$ cat config.mk
export PLATFORM = sky130hd
export DESIGN_NAME = modbus_read_input_register_client_core
export DESIGN_NICKNAME = d
export VERILOG_FILES = /design/src/hdl/mbrir_pkg.sv /design/src/hdl/mbrir_fifo.sv /design/src/hdl/mbrir_front.sv /design/src/hdl/mbrir_back.sv /design/src/hdl/modbus_read_input_register_client_core.sv
export SDC_FILE = /design/constraint.sdc
export NUM_CORES = 1
export LEC_CHECK = 0
export BUFFER_PORTS_ARGS = -buffer_cell sky130_fd_sc_hd__clkbuf_2
export CAP_MARGIN = 20
export CORE_MARGIN = 4
export CORE_UTILIZATION = 45
export CTS_BUF_LIST = sky130_fd_sc_hd__clkbuf_8
export DETAILED_ROUTE_END_ITERATION = 10
export PLACE_DENSITY_LB_ADDON = 0.15
export SLEW_MARGIN = 10
export SYNTH_ARGS = -nofsm -noshare
export SYNTH_HDL_FRONTEND = slang
export SYNTH_SLANG_ARGS = --single-unit
$ cat constraint.sdc
create_clock -name clk -period 4.76 [get_ports clk]
set_clock_uncertainty 0.1 [all_clocks]
set_input_delay 0.952 -clock clk [delete_from_list [all_inputs] [get_ports clk]]
set_output_delay 0.952 -clock clk [all_outputs]
set_load 0.05 [all_outputs]
$ cat src/hdl/mbrir_pkg.sv
// package for the modbus read-input-register client
// item, result and queue command types, codes and the crc-16 byte update
`default_nettype none

package mbrir_pkg;

  localparam logic [1:0] ACT_REQUEST = 2'd0;
  localparam logic [1:0] ACT_BYTE    = 2'd1;
  localparam logic [1:0] ACT_TIMEOUT = 2'd2;

  localparam logic [1:0] STATUS_OK       = 2'd0;
  localparam logic [1:0] STATUS_SHORT    = 2'd1;
  localparam logic [1:0] STATUS_MISMATCH = 2'd2;

  localparam logic       KIND_TX      = 1'b0;
  localparam logic       KIND_OUTCOME = 1'b1;

  localparam logic [7:0]  FUNC_READ_INPUT = 8'h04;
  localparam logic [15:0] CRC_INIT        = 16'hFFFF;
  localparam logic [15:0] CRC_POLY        = 16'hA001;
  localparam logic [7:0]  QTY_HI          = 8'h00;
  localparam logic [7:0]  QTY_LO          = 8'h02;

  localparam logic [2:0] RX_LAST_DATA = 3'd7;

  typedef struct packed {
    logic [1:0]  action;
    logic [15:0] register_address;
    logic [7:0]  rx_byte;
  } in_item_t;

  typedef struct packed {
    logic        kind;
    logic [7:0]  tx_byte;
    logic        last;
    logic [1:0]  status;
    logic [31:0] value_bits;
  } out_item_t;

  typedef struct packed {
    logic        is_outcome;
    logic [7:0]  slave_addr;
    logic [15:0] reg_addr;
    logic [1:0]  status;
    logic [31:0] value;
  } qcmd_t;

  typedef struct packed {
    logic full;
    logic empty;
  } fifo_status_t;

  function automatic logic [15:0] crc_update(input logic [15:0] crc_in, input logic [7:0] b);
    logic [15:0] c;
    c = crc_in ^ {8'h00, b};
    for (int i = 0; i < 8; i++) begin
      if (c[0]) begin
        c = (c >> 1) ^ CRC_POLY;
      end else begin
        c = c >> 1;
      end
    end
    return c;
  endfunction

endpackage

`default_nettype wire

$ cat src/hdl/mbrir_fifo.sv
// short command queue between the front and back parts
// depends on mbrir_pkg for the command and status types
`default_nettype none

module mbrir_fifo
  import mbrir_pkg::*;
#(
  parameter int DEPTH = 4
) (
  input  wire logic         clk,
  input  wire logic         rst,
  input  wire logic         push,
  input  wire qcmd_t        push_cmd,
  input  wire logic         pop,
  output qcmd_t             head,
  output fifo_status_t      status
);

  localparam int PTR_W = (DEPTH > 1) ? $clog2(DEPTH) : 1;
  localparam int CNT_W = $clog2(DEPTH + 1);

  qcmd_t             entries [DEPTH];
  logic [PTR_W-1:0]  wr_ptr;
  logic [PTR_W-1:0]  rd_ptr;
  logic [CNT_W-1:0]  count;

  always_comb begin
    status.full  = (count == CNT_W'(DEPTH));
    status.empty = (count == '0);
    head         = entries[rd_ptr];
  end

  always_ff @(posedge clk) begin
    if (push) begin
      entries[wr_ptr] <= push_cmd;
    end
  end

  always_ff @(posedge clk) begin
    if (rst) begin
      wr_ptr <= '0;
      rd_ptr <= '0;
      count  <= '0;
    end else begin
      if (push) begin
        wr_ptr <= (wr_ptr == PTR_W'(DEPTH - 1)) ? '0 : wr_ptr + 1'b1;
      end
      if (pop) begin
        rd_ptr <= (rd_ptr == PTR_W'(DEPTH - 1)) ? '0 : rd_ptr + 1'b1;
      end
      if (push && !pop) begin
        count <= count + 1'b1;
      end else if (pop && !push) begin
        count <= count - 1'b1;
      end
    end
  end

endmodule

`default_nettype wire

$ cat src/hdl/mbrir_front.sv
// front part: accepts items, tracks the response and queues frame and outcome commands
// depends on mbrir_pkg for types, codes and the crc update
`default_nettype none

module mbrir_front
  import mbrir_pkg::*;
(
  input  wire logic         clk,
  input  wire logic         rst,
  input  wire logic         accept,
  input  wire in_item_t     item,
  input  wire logic [7:0]   slave_address,
  output logic              push,
  output qcmd_t             push_cmd
);

  logic        awaiting;
  logic        awaiting_next;
  logic [3:0]  bytes_received;
  logic [3:0]  bytes_received_next;
  logic [15:0] crc_acc;
  logic [15:0] crc_acc_next;
  logic        header_ok;
  logic        header_ok_next;
  logic [31:0] value_shift;
  logic [31:0] value_shift_next;
  logic [7:0]  crc_low;
  logic [7:0]  crc_low_next;
  logic        rx_clear;

  always_comb begin
    awaiting_next       = awaiting;
    bytes_received_next = bytes_received;
    crc_acc_next        = crc_acc;
    header_ok_next      = header_ok;
    value_shift_next    = value_shift;
    crc_low_next        = crc_low;
    rx_clear            = 1'b0;
    push                = 1'b0;
    push_cmd.is_outcome = KIND_OUTCOME;
    push_cmd.slave_addr = slave_address;
    push_cmd.reg_addr   = item.register_address;
    push_cmd.status     = STATUS_OK;
    push_cmd.value      = '0;
    if (accept) begin
      case (item.action)
        ACT_REQUEST: begin
          push                = 1'b1;
          push_cmd.is_outcome = KIND_TX;
          rx_clear            = 1'b1;
          awaiting_next       = 1'b1;
        end
        ACT_TIMEOUT: begin
          if (awaiting) begin
            push            = 1'b1;
            push_cmd.status = STATUS_SHORT;
            rx_clear        = 1'b1;
            awaiting_next   = 1'b0;
          end
        end
        ACT_BYTE: begin
          if (awaiting) begin
            if (bytes_received < 4'(RX_LAST_DATA)) begin
              crc_acc_next = crc_update(crc_acc, item.rx_byte);
              if (bytes_received == 4'd0 && item.rx_byte != slave_address) begin
                header_ok_next = 1'b0;
              end
              if (bytes_received == 4'd1 && item.rx_byte != FUNC_READ_INPUT) begin
                header_ok_next = 1'b0;
              end
              if (bytes_received >= 4'd3) begin
                value_shift_next = {value_shift[23:0], item.rx_byte};
              end
              bytes_received_next = bytes_received + 1'b1;
            end else if (bytes_received == 4'(RX_LAST_DATA)) begin
              crc_low_next        = item.rx_byte;
              bytes_received_next = bytes_received + 1'b1;
            end else begin
              push = 1'b1;
              if (({item.rx_byte, crc_low} == crc_acc) && header_ok) begin
                push_cmd.status = STATUS_OK;
                push_cmd.value  = value_shift;
              end else begin
                push_cmd.status = STATUS_MISMATCH;
              end
              rx_clear      = 1'b1;
              awaiting_next = 1'b0;
            end
          end
        end
        default: begin
        end
      endcase
    end
    if (rx_clear) begin
      bytes_received_next = '0;
      crc_acc_next        = CRC_INIT;
      header_ok_next      = 1'b1;
      value_shift_next    = '0;
      crc_low_next        = '0;
    end
  end

  always_ff @(posedge clk) begin
    if (rst) begin
      awaiting       <= 1'b0;
      bytes_received <= '0;
      crc_acc        <= CRC_INIT;
      header_ok      <= 1'b1;
      value_shift    <= '0;
      crc_low        <= '0;
    end else begin
      awaiting       <= awaiting_next;
      bytes_received <= bytes_received_next;
      crc_acc        <= crc_acc_next;
      header_ok      <= header_ok_next;
      value_shift    <= value_shift_next;
      crc_low        <= crc_low_next;
    end
  end

endmodule

`default_nettype wire

$ cat src/hdl/mbrir_back.sv
// back part: turns queued commands into frame bytes and outcomes in an output register
// depends on mbrir_pkg for types, codes and the crc update
`default_nettype none

module mbrir_back
  import mbrir_pkg::*;
(
  input  wire logic          clk,
  input  wire logic          rst,
  input  wire qcmd_t         head,
  input  wire fifo_status_t  fifo_status,
  output logic               pop,
  output logic               result_valid,
  input  wire logic          result_stall,
  output out_item_t          result
);

  logic        active;
  logic        active_next;
  logic [2:0]  idx;
  logic [2:0]  idx_next;
  logic [15:0] crc;
  logic [15:0] crc_next;
  logic [7:0]  addr;
  logic [15:0] reg_addr;
  logic        advance;
  logic        load;
  logic [7:0]  frame_byte;
  out_item_t   result_next;
  logic        valid_next;

  always_comb begin
    case (idx)
      3'd0:    frame_byte = addr;
      3'd1:    frame_byte = FUNC_READ_INPUT;
      3'd2:    frame_byte = reg_addr[15:8];
      3'd3:    frame_byte = reg_addr[7:0];
      3'd4:    frame_byte = QTY_HI;
      3'd5:    frame_byte = QTY_LO;
      3'd6:    frame_byte = crc[7:0];
      default: frame_byte = crc[15:8];
    endcase
  end

  always_comb begin
    advance     = !result_valid || !result_stall;
    pop         = advance && !active && !fifo_status.empty;
    load        = pop && !head.is_outcome;
    active_next = active;
    idx_next    = idx;
    crc_next    = crc;
    valid_next  = result_valid;
    result_next = result;
    if (advance) begin
      valid_next = 1'b0;
      if (active) begin
        valid_next             = 1'b1;
        result_next.kind       = KIND_TX;
        result_next.tx_byte    = frame_byte;
        result_next.last       = (idx == 3'd7);
        result_next.status     = STATUS_OK;
        result_next.value_bits = '0;
        // crc covers the six header bytes only
        if (idx < 3'd6) begin
          crc_next = crc_update(crc, frame_byte);
        end
        idx_next               = idx + 1'b1;
        if (idx == 3'd7) begin
          active_next = 1'b0;
        end
      end else if (pop) begin
        valid_next = 1'b1;
        if (head.is_outcome) begin
          result_next.kind       = KIND_OUTCOME;
          result_next.tx_byte    = '0;
          result_next.last       = 1'b1;
          result_next.status     = head.status;
          result_next.value_bits = head.value;
        end else begin
          result_next.kind       = KIND_TX;
          result_next.tx_byte    = head.slave_addr;
          result_next.last       = 1'b0;
          result_next.status     = STATUS_OK;
          result_next.value_bits = '0;
          crc_next               = crc_update(CRC_INIT, head.slave_addr);
          idx_next               = 3'd1;
          active_next            = 1'b1;
        end
      end
    end
  end

  always_ff @(posedge clk) begin
    if (rst) begin
      active       <= 1'b0;
      idx          <= '0;
      result_valid <= 1'b0;
    end else begin
      active       <= active_next;
      idx          <= idx_next;
      result_valid <= valid_next;
    end
  end

  always_ff @(posedge clk) begin
    crc    <= crc_next;
    result <= result_next;
    if (load) begin
      addr     <= head.slave_addr;
      reg_addr <= head.reg_addr;
    end
  end

endmodule

`default_nettype wire

$ cat src/hdl/modbus_read_input_register_client_core.sv
// top level of the modbus rtu read-input-register client
// depends on mbrir_pkg, mbrir_front, mbrir_fifo and mbrir_back
`default_nettype none

// The block takes one request every cycle while its command queue has room.
// A read request becomes eight frame bytes on the result side, one per cycle
// unless stalled, the crc built byte by byte as the frame goes out, so it
// holds the back part for all eight bytes; a timeout or the ninth response
// byte becomes one outcome, loaded into the output register as it leaves the
// queue. Response bytes are checked in the front part as they arrive, one
// crc byte update each cycle. Requests stall only when QUEUE_DEPTH commands
// wait for the output side. The slave address register sits at byte address 0.

module modbus_read_input_register_client_core
  import mbrir_pkg::*;
#(
  parameter int QUEUE_DEPTH = 4
) (
  input  wire logic         clk,
  input  wire logic         rst,
  input  wire logic         item_valid,
  output logic              item_stall,
  input  wire in_item_t     item,
  output logic              result_valid,
  input  wire logic         result_stall,
  output out_item_t         result,
  input  wire logic         psel,
  input  wire logic         penable,
  input  wire logic         pwrite,
  input  wire logic [2:0]   paddr,
  input  wire logic [31:0]  pwdata,
  output logic [31:0]       prdata,
  output logic              pready
);

  logic         [7:0] slave_address;
  logic               accept;
  logic               push;
  qcmd_t              push_cmd;
  logic               pop;
  qcmd_t              head;
  fifo_status_t       fifo_status;

  assign pready     = 1'b1;
  assign prdata     = (paddr[2] == 1'b0) ? {24'h000000, slave_address} : 32'h0;
  assign item_stall = fifo_status.full;
  assign accept     = item_valid && !item_stall;

  always_ff @(posedge clk) begin
    if (rst) begin
      slave_address <= 8'h01;
    end else if (psel && penable && pwrite && pready && paddr[2] == 1'b0) begin
      slave_address <= pwdata[7:0];
    end
  end

  mbrir_front u_front (
    .clk           (clk),
    .rst           (rst),
    .accept        (accept),
    .item          (item),
    .slave_address (slave_address),
    .push          (push),
    .push_cmd      (push_cmd)
  );

  mbrir_fifo #(
    .DEPTH (QUEUE_DEPTH)
  ) u_fifo (
    .clk      (clk),
    .rst      (rst),
    .push     (push),
    .push_cmd (push_cmd),
    .pop      (pop),
    .head     (head),
    .status   (fifo_status)
  );

  mbrir_back u_back (
    .clk          (clk),
    .rst          (rst),
    .head         (head),
    .fifo_status  (fifo_status),
    .pop          (pop),
    .result_valid (result_valid),
    .result_stall (result_stall),
    .result       (result)
  );

endmodule

`default_nettype wire

==> metrics.txt <==
outcome complete, no violations; GP Congestion 0.809; Critical Path Sink u_back.crc[15]$_DFFE_PP_; top-count cell post-synth edfxtp_1; post-synthesis register bit count 404; gr busiest metal met2; Initial Utilization 0.460; Antenna Nets Post-Route 0; Synth Warn # 0; CTS tree built; CP Capture Type register; drt via density 5.21; top-area cell type share of the netlist area 0.583; vias in the first global route 9062; post-CTS setup buffers 0; DP Wirelength 20800 um; PwrDens 599 nW/um^2; pins over their slew limit 0; drt wl/cell 20.1 um; Worst R2R End u_back.crc[15]$_DFFE_PP_; clock slew at reported path FFs 0.06 ns; later-pin clock latency in the skew report 0.61 ns; Main synth FF type edfxtp_1; Post-Syn Instances 1079; Worst EP arrival 3.88 ns; Cell Area, Synth 16500 sq um; HP Class reg -> reg; Fin. Hold Viols 0; Area contributors post-synth edfxtp_1 58%, dfxtp_1 10%, mux4_2 8.1%; fin nets 1293; iteration count of the initial detailed-routing pass 5; synth cell count leaders 320 x edfxtp_1, 126 x nand2_1, 84 x dfxtp_1; maxcap violations 0; Worst-Margin Slew 0.932 ns; Mean Syn Cell Area 15.3 sq um; Setup Viol. Count Final 0; CP startpoint u_back.idx[0]$_SDFFE_PP0P_; clock tree buffer depth 3; total grt overflow 0; final std cells w/o fill 1712; CTS root buf clkbuf_8; H-tree depth 3; Final WS setup 1.15 ns; GRT met2 Usage 0.270; total length of routed wires 34400 um; Worst setup SP type register; first-pass GRT wire length 52800 um; Max Fanout on Critical Path 11; crit share post-route 0.759; DRC 0; setup TNS 0 ns; Die Area 39700 sq um; placed insts 1595; biggest area consumer among synthesized cells edfxtp_1; PostCTS Resize Cnt 0; Slew HR 0.377; FF-to-FF setup slack 1.15 ns; Vias 8915; WS Path Type reg -> reg; fin crit period 3.61 ns; Sinks on Clock Net 404; Hold WS 0.353 ns; Req. time, crit path 5.03 ns; Die Y 199 um; peak supply drop 0.439 mV; initial antenna violation count 1; core area 35800 sq um; largest net degree at the start of global routing 52; Post-synth ARST share 0; GR Util All Layers 0.175; unrepaired setup endpoints after global routing no; 1st-iter DRT viols 563; Post-Route Utilization 0.520; total CTS buffers 68; num ports 147; width of the die 199 um; GR met3 Demand/Resource 0.0369; CTS Hold Buffers Added 0; library cells used by synthesis 54; number of cell rows 69; maximum clock rate 277 MHz; # diodes 0; worst reg2reg path depth 9; Post-synth EDFFs 320; Crit Reg-Reg Startpoint u_back.idx[0]$_SDFFE_PP0P_; Place WS 1.14 ns; fraction of the yosys area taken by sequential cells 0.685; I/O Buffers 95; share of cells above drive strength 1 0.229; met1 GRT Util 0.253; Leakage 6.91 nW; synthesis-to-finish area growth 13.2%
## power breakdown
| part | internal (mW) | switching, mW |
|---|---|---|
| Combinational | 1.35 | 2.33 |
| Clock | 1.50 | 1.33 |
| Sequential | 4.44 | 0.215 |
| Total | 7.30 | 3.87 |
## per-stage QoR
step | power [mW] | cell area (sq um)
after floorplan | 7.59 | 16600
after global placement | 8.42 | 17400
after detailed placement | 8.45 | 17400
after CTS | 11.3 | 18600
after global routing | 11.8 | 18600
final | 11.2 | 18600
## worst min path at each step
stage	cells past startpoint	startpoint	endpoint	slack [ns]
2_1_floorplan	2	u_front.value_shift[24]$_SDFFE_PP0P_	u_front.value_shift[24]$_SDFFE_PP0P_	0.33
3_3_place_gp	2	u_front.value_shift[31]$_SDFFE_PP0P_	u_front.value_shift[31]$_SDFFE_PP0P_	0.34
3_5_place_dp	2	u_front.value_shift[27]$_SDFFE_PP0P_	u_front.value_shift[27]$_SDFFE_PP0P_	0.35
4_1_cts	2	u_front.value_shift[27]$_SDFFE_PP0P_	u_front.value_shift[27]$_SDFFE_PP0P_	0.35
5_1_grt	2	u_front.value_shift[28]$_SDFFE_PP0P_	u_front.value_shift[28]$_SDFFE_PP0P_	0.37
6_report	2	u_front.value_shift[29]$_SDFFE_PP0P_	u_front.value_shift[29]$_SDFFE_PP0P_	0.35
## sequential cells by signal, indices dropped and copies added (netlist names), named ones only
signal and cells:
u_front.bytes_received 4, u_back.active 1, u_fifo.wr_ptr 2, u_fifo.rd_ptr 2
u_back.result 44, u_back.reg_addr 16, u_front.awaiting 1, u_front.crc_low 8
u_front.value_shift 32, u_fifo.count 3, u_back.result_valid 1, u_front.header_ok 1
u_back.idx 3, u_back.addr 8, u_fifo.entries 236, u_back.crc 16
slave_address 8, u_front.crc_acc 16
## per-layer routing
metal | up-vias | wire length (um)
met5 | - | 0
met4 | 0 | 663
met1 | 4470 | 16100
met2 | 207 | 16000
li1 | 4191 | -
met3 | 47 | 1660
## area by class of cell
class                      instances  area (sq um)
fill                            2988         17200
sequential                       404         11300
multi-input combinational        595          4780
clock buffer                      72           991
timing repair buffer             118           681
tap                              461           577
clock inverter                    44           249
inverter                          18          67.6
## layout by cell type (no fill, tap or decap), types with 12 or more instances in the layout
cell	count
ha_1	19
nand2_1	125
and3_1	35
o211ai_1	12
and2_1	33
conb_1	25
edfxtp_1	320
xor2_1	30
dfxtp_1	82
clkbuf_8	72
nor2_1	31
a21oi_1	49
xnor2_1	53
buf_4	20
inv_1	37
mux2i_1	22
clkbuf_2	95
mux4_2	59
## worst max-delay path, cell delays in order, from the launching register on
cell and delay, ns:
dfxtp_1 0.40, inv_1 0.09, ha_1 0.38, a2111o_1 0.60, mux2_4 0.39, xor2_1 0.30, xnor3_1 0.47, xnor3_2 0.28
xor2_1 0.18, a21o_1 0.19
## logic make-up after synthesis
logic type,after synthesis,share of synthesized area
buf+inv,103,0.0303
mux,90,0.101
compound gates,101,0.0384
other cells,2,0.000456
flops,404,0.685
simple gates,273,0.0801
xor+xnor,86,0.0486
fa+ha+maj,20,0.0156
(Power assumes the default switching activity.)
